===== config.mk =====
export PLATFORM = sky130hd
export DESIGN_NAME = binary_to_decimal_ascii_flat
export DESIGN_NICKNAME = d
export VERILOG_FILES = /design/src/rtl/core/b2d_pkg.sv /design/src/rtl/core/b2d_in_if.sv /design/src/rtl/core/b2d_out_if.sv /design/src/rtl/core/binary_to_decimal_ascii.sv /design/src/rtl/core/b2d_sign.sv /design/src/rtl/core/b2d_digit.sv /design/src/rtl/core/b2d_format.sv /design/src/flat_wrapper.sv
export SDC_FILE = /design/constraint.sdc
export NUM_CORES = 1
export LEC_CHECK = 0
export BUFFER_PORTS_ARGS = -buffer_cell sky130_fd_sc_hd__buf_2
export CORE_UTILIZATION = 35
export CTS_CLUSTER_SIZE = 24
export DETAILED_ROUTE_END_ITERATION = 10
export GPL_TIMING_DRIVEN = 0
export PLACE_DENSITY = 0.61
export SLEW_MARGIN = 20
export SYNTH_ARGS = -nofsm -noshare
export SYNTH_HDL_FRONTEND = slang
export SYNTH_SLANG_ARGS = --single-unit

===== constraint.sdc =====
create_clock -name i_clk -period 12.2 [get_ports i_clk]
set_clock_uncertainty 0.1 [all_clocks]
set_input_delay 2.44 -clock i_clk [delete_from_list [all_inputs] [get_ports i_clk]]
set_output_delay 2.44 -clock i_clk [all_outputs]
set_load 0.005 [all_outputs]

===== src/rtl/core/b2d_pkg.sv =====
// ---------------------------------------------------------------------------
// b2d_pkg
// Shared types, constants and the power-of-ten table for the binary to
// decimal ASCII converter.
// ---------------------------------------------------------------------------
`timescale 1ns / 1ps
`default_nettype none

package b2d_pkg;

    localparam int DIGITS = 10;
    localparam int SLOTS  = 11;
    localparam int MULT_W = 34;     // 9 * 10^9 needs 34 bits

    localparam logic [5:0] ASCII_ZERO  = 6'd48;
    localparam logic [5:0] ASCII_MINUS = 6'd45;

    // Work word carried down the pipe. digits[0] is the 10^9 place.
    typedef struct packed {
        logic                   neg;
        logic [31:0]            rem;
        logic [DIGITS-1:0][3:0] digits;
        logic [3:0]             cnt;    // significant digits so far
    } t_work;

    // d * 10^pos, elaborated as a constant table
    function automatic logic [MULT_W-1:0] f_mult(input int unsigned pos,
                                                 input int unsigned d);
        longint unsigned acc;
        acc = longint'(d);
        for (int i = 0; i < int'(pos); i++) begin
            acc = acc * 64'd10;
        end
        return acc[MULT_W-1:0];
    endfunction

endpackage

`default_nettype wire


===== src/rtl/core/b2d_in_if.sv =====
// ---------------------------------------------------------------------------
// b2d_in_if
// Input channel: 32-bit value and signed/unsigned mode.
// ---------------------------------------------------------------------------
`timescale 1ns / 1ps
`default_nettype none

interface b2d_in_if;
    logic        valid;
    logic        ready;
    logic [31:0] value;
    logic        mode;

    modport source (output valid, output value, output mode, input ready);
    modport sink   (input valid, input value, input mode, output ready);
endinterface

`default_nettype wire


===== src/rtl/core/b2d_out_if.sv =====
// ---------------------------------------------------------------------------
// b2d_out_if
// Output channel: text length and eleven left-justified character slots.
// ---------------------------------------------------------------------------
`timescale 1ns / 1ps
`default_nettype none

interface b2d_out_if;
    logic       valid;
    logic       ready;
    logic [3:0] text_len;
    logic [5:0] char_0;
    logic [5:0] char_1;
    logic [5:0] char_2;
    logic [5:0] char_3;
    logic [5:0] char_4;
    logic [5:0] char_5;
    logic [5:0] char_6;
    logic [5:0] char_7;
    logic [5:0] char_8;
    logic [5:0] char_9;
    logic [5:0] char_10;

    modport source (output valid, output text_len, output char_0, output char_1,
                    output char_2, output char_3, output char_4, output char_5,
                    output char_6, output char_7, output char_8, output char_9,
                    output char_10, input ready);
    modport sink   (input valid, input text_len, input char_0, input char_1,
                    input char_2, input char_3, input char_4, input char_5,
                    input char_6, input char_7, input char_8, input char_9,
                    input char_10, output ready);
endinterface

`default_nettype wire


===== src/rtl/core/binary_to_decimal_ascii.sv =====
// ---------------------------------------------------------------------------
// binary_to_decimal_ascii
// 32-bit binary to ASCII decimal text, unsigned or two's complement signed.
//
//   channel  dir  handshake     word
//   i_in     in   valid/ready   value[31:0], mode
//   o_out    out  valid/ready   text_len[3:0], char_0..char_10[5:0]
//
// Twelve register stages: sign/magnitude, ten digit stages (10^9 down to
// units, one parallel compare-and-subtract each), then formatting.
// One word accepted per cycle when the output drains.
// Reset clears only the stage valid bits; no clearing pass.
// A stall at o_out backs up stage by stage; empty stages keep filling.
// ---------------------------------------------------------------------------
`timescale 1ns / 1ps
`default_nettype none

module binary_to_decimal_ascii
    import b2d_pkg::*;
(
    input  wire logic  i_clk,
    input  wire logic  i_rst_n,
    b2d_in_if.sink     i_in,
    b2d_out_if.source  o_out
);

    t_work           work  [DIGITS+1];
    logic [DIGITS:0] vld;
    logic [DIGITS:0] rdy;

    b2d_sign u_sign (
        .i_clk   (i_clk),
        .i_rst_n (i_rst_n),
        .i_in    (i_in),
        .o_work  (work[0]),
        .o_valid (vld[0]),
        .i_ready (rdy[0])
    );

    for (genvar k = 0; k < DIGITS; k++) begin : g_digit
        b2d_digit #(
            .POS (DIGITS - 1 - k)
        ) u_digit (
            .i_clk   (i_clk),
            .i_rst_n (i_rst_n),
            .i_work  (work[k]),
            .i_valid (vld[k]),
            .o_ready (rdy[k]),
            .o_work  (work[k+1]),
            .o_valid (vld[k+1]),
            .i_ready (rdy[k+1])
        );
    end

    b2d_format u_format (
        .i_clk   (i_clk),
        .i_rst_n (i_rst_n),
        .i_work  (work[DIGITS]),
        .i_valid (vld[DIGITS]),
        .o_ready (rdy[DIGITS]),
        .o_out   (o_out)
    );

    a_len_range: assert property (@(posedge i_clk) disable iff (!i_rst_n)
        o_out.valid |-> (o_out.text_len >= 4'd1 && o_out.text_len <= 4'd11))
        else $error("text length out of range");

    a_first_char: assert property (@(posedge i_clk) disable iff (!i_rst_n)
        o_out.valid |-> (o_out.char_0 == ASCII_MINUS ||
                         (o_out.char_0 >= 6'd48 && o_out.char_0 <= 6'd57)))
        else $error("first character neither sign nor digit");

    a_eleven_signed: assert property (@(posedge i_clk) disable iff (!i_rst_n)
        (o_out.valid && o_out.text_len == 4'd11) |-> o_out.char_0 == ASCII_MINUS)
        else $error("eleven characters without a sign");

    a_tail_zero: assert property (@(posedge i_clk) disable iff (!i_rst_n)
        (o_out.valid && o_out.char_10 != 6'd0) |-> o_out.text_len == 4'd11)
        else $error("last slot filled beyond text length");

    a_units_seen: assert property (@(posedge i_clk) disable iff (!i_rst_n)
        vld[DIGITS] |-> work[DIGITS].cnt != 4'd0)
        else $error("no significant digit after units stage");

endmodule

`default_nettype wire


===== src/rtl/core/b2d_sign.sv =====
// ---------------------------------------------------------------------------
// b2d_sign
// Entry stage: takes the input word, splits off the sign and forms the
// magnitude.
// ---------------------------------------------------------------------------
`timescale 1ns / 1ps
`default_nettype none

module b2d_sign
    import b2d_pkg::*;
(
    input  wire logic  i_clk,
    input  wire logic  i_rst_n,
    b2d_in_if.sink     i_in,
    output t_work      o_work,
    output logic       o_valid,
    input  wire logic  i_ready
);

    logic  r_valid;
    t_work r_work;
    t_work n_work;
    logic  up_ready;

    assign up_ready   = !r_valid || i_ready;
    assign i_in.ready = up_ready;

    always_comb begin
        n_work        = '0;
        n_work.neg    = i_in.mode & i_in.value[31];
        // most negative value wraps to 2^31, which is the right magnitude
        n_work.rem    = n_work.neg ? (~i_in.value + 32'd1) : i_in.value;
    end

    always_ff @(posedge i_clk) begin
        if (!i_rst_n) begin
            r_valid <= 1'b0;
        end else if (up_ready) begin
            r_valid <= i_in.valid;
        end
    end

    always_ff @(posedge i_clk) begin
        if (up_ready && i_in.valid) begin
            r_work <= n_work;
        end
    end

    assign o_work  = r_work;
    assign o_valid = r_valid;

endmodule

`default_nettype wire


===== src/rtl/core/b2d_digit.sv =====
// ---------------------------------------------------------------------------
// b2d_digit
// One digit stage: finds the digit for place 10^POS by comparing the
// remainder against the nine multiples in parallel, then subtracts.
// ---------------------------------------------------------------------------
`timescale 1ns / 1ps
`default_nettype none

module b2d_digit
    import b2d_pkg::*;
#(
    parameter int unsigned POS = 0
) (
    input  wire logic  i_clk,
    input  wire logic  i_rst_n,
    input  wire t_work i_work,
    input  wire logic  i_valid,
    output logic       o_ready,
    output t_work      o_work,
    output logic       o_valid,
    input  wire logic  i_ready
);

    localparam int SLOT = DIGITS - 1 - int'(POS);

    logic              r_valid;
    t_work             r_work;
    t_work             n_work;
    logic [MULT_W-1:0] rem_x;
    logic [MULT_W-1:0] sub;
    logic [MULT_W-1:0] diff;
    logic [3:0]        dig;

    assign o_ready = !r_valid || i_ready;

    always_comb begin
        rem_x = {{(MULT_W-32){1'b0}}, i_work.rem};
        dig   = 4'd0;
        sub   = '0;
        for (int d = 1; d < 10; d++) begin
            if (rem_x >= f_mult(POS, d)) begin
                dig = 4'(d);
                sub = f_mult(POS, d);
            end
        end
        diff   = rem_x - sub;
        n_work = i_work;
        n_work.rem = diff[31:0];
        n_work.digits[SLOT] = dig;
        // units place always counts, so zero prints as one digit
        if (i_work.cnt != 4'd0 || dig != 4'd0 || POS == 0) begin
            n_work.cnt = i_work.cnt + 4'd1;
        end
    end

    always_ff @(posedge i_clk) begin
        if (!i_rst_n) begin
            r_valid <= 1'b0;
        end else if (o_ready) begin
            r_valid <= i_valid;
        end
    end

    always_ff @(posedge i_clk) begin
        if (o_ready && i_valid) begin
            r_work <= n_work;
        end
    end

    assign o_work  = r_work;
    assign o_valid = r_valid;

endmodule

`default_nettype wire


===== src/rtl/core/b2d_format.sv =====
// ---------------------------------------------------------------------------
// b2d_format
// Output stage: drops leading zeros, places the sign and left-justifies the
// digits into the eleven character slots.
// ---------------------------------------------------------------------------
`timescale 1ns / 1ps
`default_nettype none

module b2d_format
    import b2d_pkg::*;
(
    input  wire logic  i_clk,
    input  wire logic  i_rst_n,
    input  wire t_work i_work,
    input  wire logic  i_valid,
    output logic       o_ready,
    b2d_out_if.source  o_out
);

    logic                 r_valid;
    logic [3:0]           r_len;
    logic [SLOTS-1:0][5:0] r_chars;
    logic [3:0]           n_len;
    logic [SLOTS-1:0][5:0] n_chars;
    logic [4:0]           idx;
    logic [4:0]           pick;

    assign o_ready = !r_valid || o_out.ready;

    always_comb begin
        n_len   = {3'd0, i_work.neg} + i_work.cnt;
        n_chars = '0;
        idx     = '0;
        pick    = '0;
        for (int j = 0; j < SLOTS; j++) begin
            if (i_work.neg && j == 0) begin
                n_chars[j] = ASCII_MINUS;
            end else begin
                idx  = 5'(j) - {4'd0, i_work.neg};
                // first significant digit sits at DIGITS - cnt
                pick = 5'(DIGITS) - {1'b0, i_work.cnt} + idx;
                if (idx < {1'b0, i_work.cnt}) begin
                    n_chars[j] = ASCII_ZERO + {2'b00, i_work.digits[pick[3:0]]};
                end
            end
        end
    end

    always_ff @(posedge i_clk) begin
        if (!i_rst_n) begin
            r_valid <= 1'b0;
        end else if (o_ready) begin
            r_valid <= i_valid;
        end
    end

    always_ff @(posedge i_clk) begin
        if (o_ready && i_valid) begin
            r_len   <= n_len;
            r_chars <= n_chars;
        end
    end

    assign o_out.valid    = r_valid;
    assign o_out.text_len = r_len;
    assign o_out.char_0   = r_chars[0];
    assign o_out.char_1   = r_chars[1];
    assign o_out.char_2   = r_chars[2];
    assign o_out.char_3   = r_chars[3];
    assign o_out.char_4   = r_chars[4];
    assign o_out.char_5   = r_chars[5];
    assign o_out.char_6   = r_chars[6];
    assign o_out.char_7   = r_chars[7];
    assign o_out.char_8   = r_chars[8];
    assign o_out.char_9   = r_chars[9];
    assign o_out.char_10  = r_chars[10];

endmodule

`default_nettype wire


===== src/flat_wrapper.sv =====
// flat-port wrapper written by rule: the top's interface ports become plain ports
module binary_to_decimal_ascii_flat import b2d_pkg::*;
  (i_clk, i_rst_n, i_in_valid, i_in_value, i_in_mode, i_in_ready, o_out_valid, o_out_text_len, o_out_char_0, o_out_char_1, o_out_char_2, o_out_char_3, o_out_char_4, o_out_char_5, o_out_char_6, o_out_char_7, o_out_char_8, o_out_char_9, o_out_char_10, o_out_ready);
  b2d_in_if i_in_i ();
  b2d_out_if o_out_i ();
  input  wire logic i_clk;
  input  wire logic i_rst_n;
  input wire logic [$bits(i_in_i.valid)-1:0] i_in_valid;
  input wire logic [$bits(i_in_i.value)-1:0] i_in_value;
  input wire logic [$bits(i_in_i.mode)-1:0] i_in_mode;
  output wire logic [$bits(i_in_i.ready)-1:0] i_in_ready;
  output wire logic [$bits(o_out_i.valid)-1:0] o_out_valid;
  output wire logic [$bits(o_out_i.text_len)-1:0] o_out_text_len;
  output wire logic [$bits(o_out_i.char_0)-1:0] o_out_char_0;
  output wire logic [$bits(o_out_i.char_1)-1:0] o_out_char_1;
  output wire logic [$bits(o_out_i.char_2)-1:0] o_out_char_2;
  output wire logic [$bits(o_out_i.char_3)-1:0] o_out_char_3;
  output wire logic [$bits(o_out_i.char_4)-1:0] o_out_char_4;
  output wire logic [$bits(o_out_i.char_5)-1:0] o_out_char_5;
  output wire logic [$bits(o_out_i.char_6)-1:0] o_out_char_6;
  output wire logic [$bits(o_out_i.char_7)-1:0] o_out_char_7;
  output wire logic [$bits(o_out_i.char_8)-1:0] o_out_char_8;
  output wire logic [$bits(o_out_i.char_9)-1:0] o_out_char_9;
  output wire logic [$bits(o_out_i.char_10)-1:0] o_out_char_10;
  input wire logic [$bits(o_out_i.ready)-1:0] o_out_ready;
  assign i_in_i.valid = i_in_valid;
  assign i_in_i.value = i_in_value;
  assign i_in_i.mode = i_in_mode;
  assign i_in_ready = i_in_i.ready;
  assign o_out_valid = o_out_i.valid;
  assign o_out_text_len = o_out_i.text_len;
  assign o_out_char_0 = o_out_i.char_0;
  assign o_out_char_1 = o_out_i.char_1;
  assign o_out_char_2 = o_out_i.char_2;
  assign o_out_char_3 = o_out_i.char_3;
  assign o_out_char_4 = o_out_i.char_4;
  assign o_out_char_5 = o_out_i.char_5;
  assign o_out_char_6 = o_out_i.char_6;
  assign o_out_char_7 = o_out_i.char_7;
  assign o_out_char_8 = o_out_i.char_8;
  assign o_out_char_9 = o_out_i.char_9;
  assign o_out_char_10 = o_out_i.char_10;
  assign o_out_i.ready = o_out_ready;
  binary_to_decimal_ascii u_core (.i_clk(i_clk), .i_rst_n(i_rst_n), .i_in(i_in_i), .o_out(o_out_i));
endmodule

# After elaboration in Yosys (flattened, before gate mapping)
# Cells that the tools add are included.
[word_totals]
wordCells = 535
inputBits = 37
reg_bits = 673
[op_classes]
order_cmp = 108
bitwise_logic = 3
n_addsub = 54
reduce_logical = 63
n_mux = 195
[op_table]
columns = ["operator", "count"]
rows = [
  ["two-way mux 32 bit", 60],
  ["two-way mux 4 bit", 94],
  ["subtractor 32 bit", 9],
  ["binary-select mux 4 bit (select 4 bit)", 11],
  [">= comparator 32 x 10 -> 1 bit (second input constant)", 5],
  [">= comparator 32 x 20 -> 1 bit (second input constant)", 5],
  [">= comparator 32 x 30 -> 1 bit (second input constant)", 5],
  [">= comparator 32 x 13 -> 1 bit (second input constant)", 4],
  [">= comparator 32 x 17 -> 1 bit (second input constant)", 4],
  [">= comparator 32 x 23 -> 1 bit (second input constant)", 4],
  [">= comparator 32 x 27 -> 1 bit (second input constant)", 4],
  [">= comparator 32 x 3 -> 1 bit (second input constant)", 4],
  [">= comparator 32 x 7 -> 1 bit (second input constant)", 4],
  [">= comparator 32 x 16 -> 1 bit (second input constant)", 3],
  [">= comparator 32 x 19 -> 1 bit (second input constant)", 3],
  [">= comparator 32 x 26 -> 1 bit (second input constant)", 3],
  [">= comparator 32 x 29 -> 1 bit (second input constant)", 3],
  [">= comparator 32 x 4 -> 1 bit (second input constant)", 3],
  [">= comparator 32 x 6 -> 1 bit (second input constant)", 3],
  [">= comparator 32 x 9 -> 1 bit (second input constant)", 3],
  ["nonzero test 4 bit", 17],
  ["adder 5 x 5 -> 6 bit (first input constant)", 11],
  [">= comparator 32 x 12 -> 1 bit (second input constant)", 2],
  [">= comparator 32 x 14 -> 1 bit (second input constant)", 2],
  ["52 further kinds", 157],
]

# Depth between registers and ports, before layout
[depth]
ltp_word = 14
depth_mapped = 23
mapped_depth_nobuf = 21

# Hierarchy
# From an unflattened synthesis, not the netlist that was laid out.
[hier_totals]
hier_cells = 3657
hier_area_um2 = 45872.7
[modules_own_cells]
columns = ["mod", "area_each_um2", "cells_each", "n_inst"]
rows = [
  ["b2d_format", 4878.4, 401, 1],
  ["b2d_digit (u_core.g_digit[1].u_digit)", 4351.7, 369, 1],
  ["b2d_digit (u_core.g_digit[2].u_digit)", 4330.4, 383, 1],
  ["b2d_digit (u_core.g_digit[3].u_digit)", 4292.9, 369, 1],
  ["b2d_digit (u_core.g_digit[0].u_digit)", 3948.8, 308, 1],
  ["b2d_digit (u_core.g_digit[4].u_digit)", 3937.5, 316, 1],
  ["b2d_digit (u_core.g_digit[5].u_digit)", 3842.4, 303, 1],
  ["b2d_digit (u_core.g_digit[7].u_digit)", 3702.3, 276, 1],
  ["b2d_digit (u_core.g_digit[6].u_digit)", 3673.5, 278, 1],
  ["b2d_digit (u_core.g_digit[8].u_digit)", 3562.2, 259, 1],
  ["b2d_digit (u_core.g_digit[9].u_digit)", 3184.3, 196, 1],
  ["b2d_sign", 2168.3, 199, 1],
]

# Worst setup path before layout
# No wires, ideal clock.
[synth_timing]
path_type = "input -> register"
from = "input port o_out_ready"
to = "register u_core.g_digit[7].u_digit.r_work (netlist bit u_core.g_digit[7].u_digit.o_work[0]), enable pin"
arrival_ns = 7.687
path_slack_ns = 3.814
cell_stages = 3
t_required_ns = 11.502
path_buffers = 0
setup_ns = 0.598
cell_sequence = "nor2b_1 and3_1 a21boi_0"
[synth_via]
elab_chain_cells = 5
[synth_lines]
columns = ["item", "line", "rtl"]
rows = [
  ["start, declared", "flat_wrapper.sv:25", "input wire logic [$bits(o_out_i.ready)-1:0] o_out_ready;"],
  ["logical OR 1 bit", "b2d_format.sv:28", "assign o_ready = !r_valid || o_out.ready;"],
  ["logical OR 1 bit (3 in series)", "b2d_digit.sv:34", "assign o_ready = !r_valid || i_ready;"],
  ["logical AND 1 bit", "b2d_digit.sv:65", "if (o_ready && i_valid) begin"],
  ["end signal, assigned", "b2d_digit.sv:66", "r_work <= n_work;"],
  ["end, declared", "b2d_digit.sv:27", "t_work r_work;"],
]
# Every way passes these cells.
# A chain may end at the register's enable or synchronous reset.

# Worst setup path after layout
[layout_timing]
from = "input port o_out_ready"
to = "output port i_in_ready"
[layout_via]
elab_chain_cells = 12
[layout_lines]
columns = ["item", "line", "rtl"]
rows = [
  ["logical OR 1 bit", "b2d_format.sv:28", ""],
  ["logical OR 1 bit (10 in series)", "b2d_digit.sv:34", ""],
  ["logical OR 1 bit", "b2d_sign.sv:25", "assign up_ready = !r_valid || i_ready;"],
  ["end, declared", "flat_wrapper.sv:11", "output wire logic [$bits(i_in_i.ready)-1:0] i_in_ready;"],
]
# Every way passes these cells.

==> metrics.yaml <==
outcome:
  status: "finished clean"
global_route:
  antenna_found_initial: 1
  grt_max_degree: 32
  grtUsageTotal_pct: 14.5
  grt_pass1_wl_um: 123000
  grt-ovfl-total: 0
  grt_pass1_vias: 23849
power:
  leakagePower_nw: 14.2
  p_per_area_nw_per_um2: 124
  internal_power_mw: 3.88
  switching_share_pct: 23.8
  p_sw_mw: 1.21
  power_frac_seq_pct: 50.0
  p_clk_share_pct: 40.2
  p_comb_share_pct: 9.8
  power.total_mw: 5.09
  peakVddDrop_mv: 0.0933
sta:
  slew_headroom_pct: 31.0
  hold_ws_ps: 316
  min_period_ps: 7700
  worstMarginPinSlew_ps: 1030
  setup_viol: 0
  slew_violations: 0
  max_freq_mhz: 130
  min_period_over_period_pct: 63.1
  hold_viol: 0
  grt_setup_unrepaired: "no"
  fin_setup_tns_ps: 0
layout:
  area_growth_pct: 14.2
  nFillCells: 9663
  fin_nets: 3610
  n_antenna_cell: 0
  drive_above_1_share_pct: 10.2
floorplan:
  start_util_pct: 35.5
  die_w_um: 322
  coreArea_um2: 101000
  row_count: 116
  die_h_um: 322
  die_area_um2: 104000
  num_io_pins: 109
route:
  route.detailed.drc: 0
  wl_um: 74900
  detail-route-antenna-nets: 0
  drt_iter0_drc: 1396
  routedWlPerCell_um: 15.6
  num_vias: 24486
  drt_pass1_iterations: 5
  vias_per_cell: 5.09
flow_run:
  cap_violations: 0
clocking:
  cts_tree: "yes"
  cts_buffer_depth: 3
  numClockSinks: 647
  post_cts_buffers: 0
  cts_max_level: 3
  numCtsBuffers: 69
  cts_root_buf: "clkbuf_16"
  postCtsHoldBufs: 0
  clk_latency_ps: 620
  cts.repair.resized: 0
  path_clk_slew_ps: 60
min_path:
  holdPathEnd: "u_core.g_digit[1].u_digit.o_work[76]"
  min-delay-start: "u_core.g_digit[0].u_digit.o_work[76]"
  worstHoldPathCells: 0
  worstHoldPathType: "register to register"
setup_path:
  cp-end-kind: "output pin"
  crit_fanout: 8
  critPathKind: "input port to output pin"
  r2r-start: "u_core.g_digit[1].u_digit.o_work[53]"
  crit_required_ps: 9660
  startpoint_type: "input port"
  reg2reg_to: "u_core.g_digit[2].u_digit.o_work[73]"
  worst_ep_arrival_time_ps: 5160
  rrSetupSlack_ps: 5360
  r2r_cells: 22
placement:
  place_congestion: 0.866
  hpwl_um: 57400
  io_buffers: 108
yosys:
  yosysWarnings: 0
  synthXorXnorAreaFrac_pct: 6.50
  avgSynthCellArea_um2: 11.2
  async_reset_ff_share_pct: 0
  synthAdderAreaFrac_pct: 6.35
  ys.flop_type: "edfxtp_1"
  synthMuxAreaShare_pct: 2.58
  synthSimpleGateAreaFrac_pct: 15.1
  synth_edf_count: 635
  synth_top_family_by_area: "simple AND/OR/NAND/NOR gates"
  synth_area_um2: 35800
  synth_compound_area_share_pct: 12.8
  ys_seq_elements: 647
  synth_cell_types: 92
  syn_inst: 3198
  ys_seq_area_share_pct: 53.9
  syn_nets: 3410
logic make-up after synthesis:
| group | count (synthesis) |
|---|---|
| AOI/OAI and AO/OA | 713 |
| xor gates and xnor gates | 265 |
| adders and majority gates | 175 |
| buffers and inverters | 248 |
| DFF | 647 |
| muxes | 69 |
| and+or+nand+nor | 1081 |
critical path, cell delays in order:
cell	delay, ps
buf_2	100
nor2b_1	420
and3_1	420
and3_1	290
and2_1	150
clkbuf_1	420
and3_1	240
clkbuf_1	370
nand3_1	150
buf_2	150
worst max path at each step:
stage | start | endpoint | slack [ps] | depth (start not counted)
2_1_floorplan | o_out_ready | u_core.g_digit[7].u_digit.o_work[0] | 3810 | 3
3_3_place_gp | o_out_ready | u_core.g_digit[7].u_digit.o_work[68] | 1540 | 4
3_5_place_dp | o_out_ready | i_in_ready | 4470 | 10
4_1_cts | o_out_ready | i_in_ready | 4480 | 10
5_1_grt | o_out_ready | i_in_ready | 4250 | 10
6_report | o_out_ready | i_in_ready | 4500 | 10
through the flow:
stage	std cells	utilization (%)	area, µm²	worst slack, ps
2_1_floorplan	3198	-	35800	3810
3_3_place_gp	4663	37.8	38000	1540
3_5_place_dp	4684	38.4	38700	4470
4_1_cts	4808	40.6	40900	4480
5_1_grt	4808	40.6	40900	4250
6_report	4808	40.6	40900	4500
routing by layer:
layer	vias to the layer above	share of wire, %	track usage (%)
met2	513	50	25.8
li1	12308	-	-
met3	132	3.9	2.11
met1	11533	43	17.7
met4	0	3.0	5.28
met5	-	0	0
synthesized netlist by cell type (all sizes together) (14+ instances only):
master  count  share of area (%)
xnor2     152                3.7
or2        29               0.51
and3       24               0.42
o21ai     179                2.5
inv       152                1.6
a31oi      36               0.63
clkbuf     78               0.82
or4        34               0.73
and2       30               0.52
nor4       60                1.1
edfxtp    635                 53
o21a       46               0.96
nand4      14               0.24
a21o       44               0.94
buf        18               0.31
nand3      89                1.2
o21bai     19               0.40
o211ai     14               0.29
o31ai      26               0.55
nor2      324                3.4
nor2b      50               0.87
xor2      113                2.8
a21oi     189                2.7
or3        30               0.57
mux2       22               0.70
ha        164                5.7
mux2i      31               0.87
a211oi     30               0.66
nand2b     46               0.80
nand2     212                2.2
nor3       95                1.4
a21boi     30               0.63
mux4       16                1.0
flip-flops by register name, summed over array words and instances (netlist names), 5 cells and up:
register                        cells
u_core.u_format.o_out.char_8        5
u_core.u_format.o_out.char_5        5
u_core.u_format.o_out.char_0        6
u_core.u_format.o_out.char_1        5
u_core.g_digit.u_digit.o_valid     10
u_core.u_format.o_out.char_6        5
u_core.u_format.o_out.char_2        5
u_core.g_digit.u_digit.o_work     542
u_core.u_format.o_out.char_7        5
u_core.u_format.o_out.char_9        5
u_core.u_format.o_out.char_10       5
u_core.u_format.o_out.char_4        5
u_core.u_format.o_out.char_3        5
u_core.u_sign.o_work               33
power groups by stage:
stage | Sequential (mW) | Combinational [mW] | Clock [mW]
6_report | 2.54 | 0.500 | 2.05
5_1_grt | 2.55 | 0.559 | 2.19
4_1_cts | 2.54 | 0.498 | 2.11
3_5_place_dp | 2.59 | 0.494 | 0
3_3_place_gp | 2.59 | 0.485 | 0
2_1_floorplan | 2.57 | 0.378 | 0
layout by cell type, fill, tap and decap left out, drive strengths merged, types with 89 or more instances in the layout:
master	n
ha	164
xor2	113
xnor2	152
nand3	89
o21ai	179
nor3	95
nand2	212
nor2	324
edfxtp	635
buf	147
a21oi	189
inv	159
clkbuf	157
final cells by class:
type / instances / area (µm²) / area share, %
sequential: 647 / 19300 / 47.2
multi-input combinational: 2303 / 15700 / 38.3
clock buffer: 79 / 1760 / 4.31
tap: 1357 / 1700 / 4.15
timing repair buffer: 129 / 1060 / 2.59
inverter: 152 / 571 / 1.40
clock inverter: 45 / 443 / 1.08
buffer: 96 / 403 / 0.985
(Power assumes the default switching activity.)
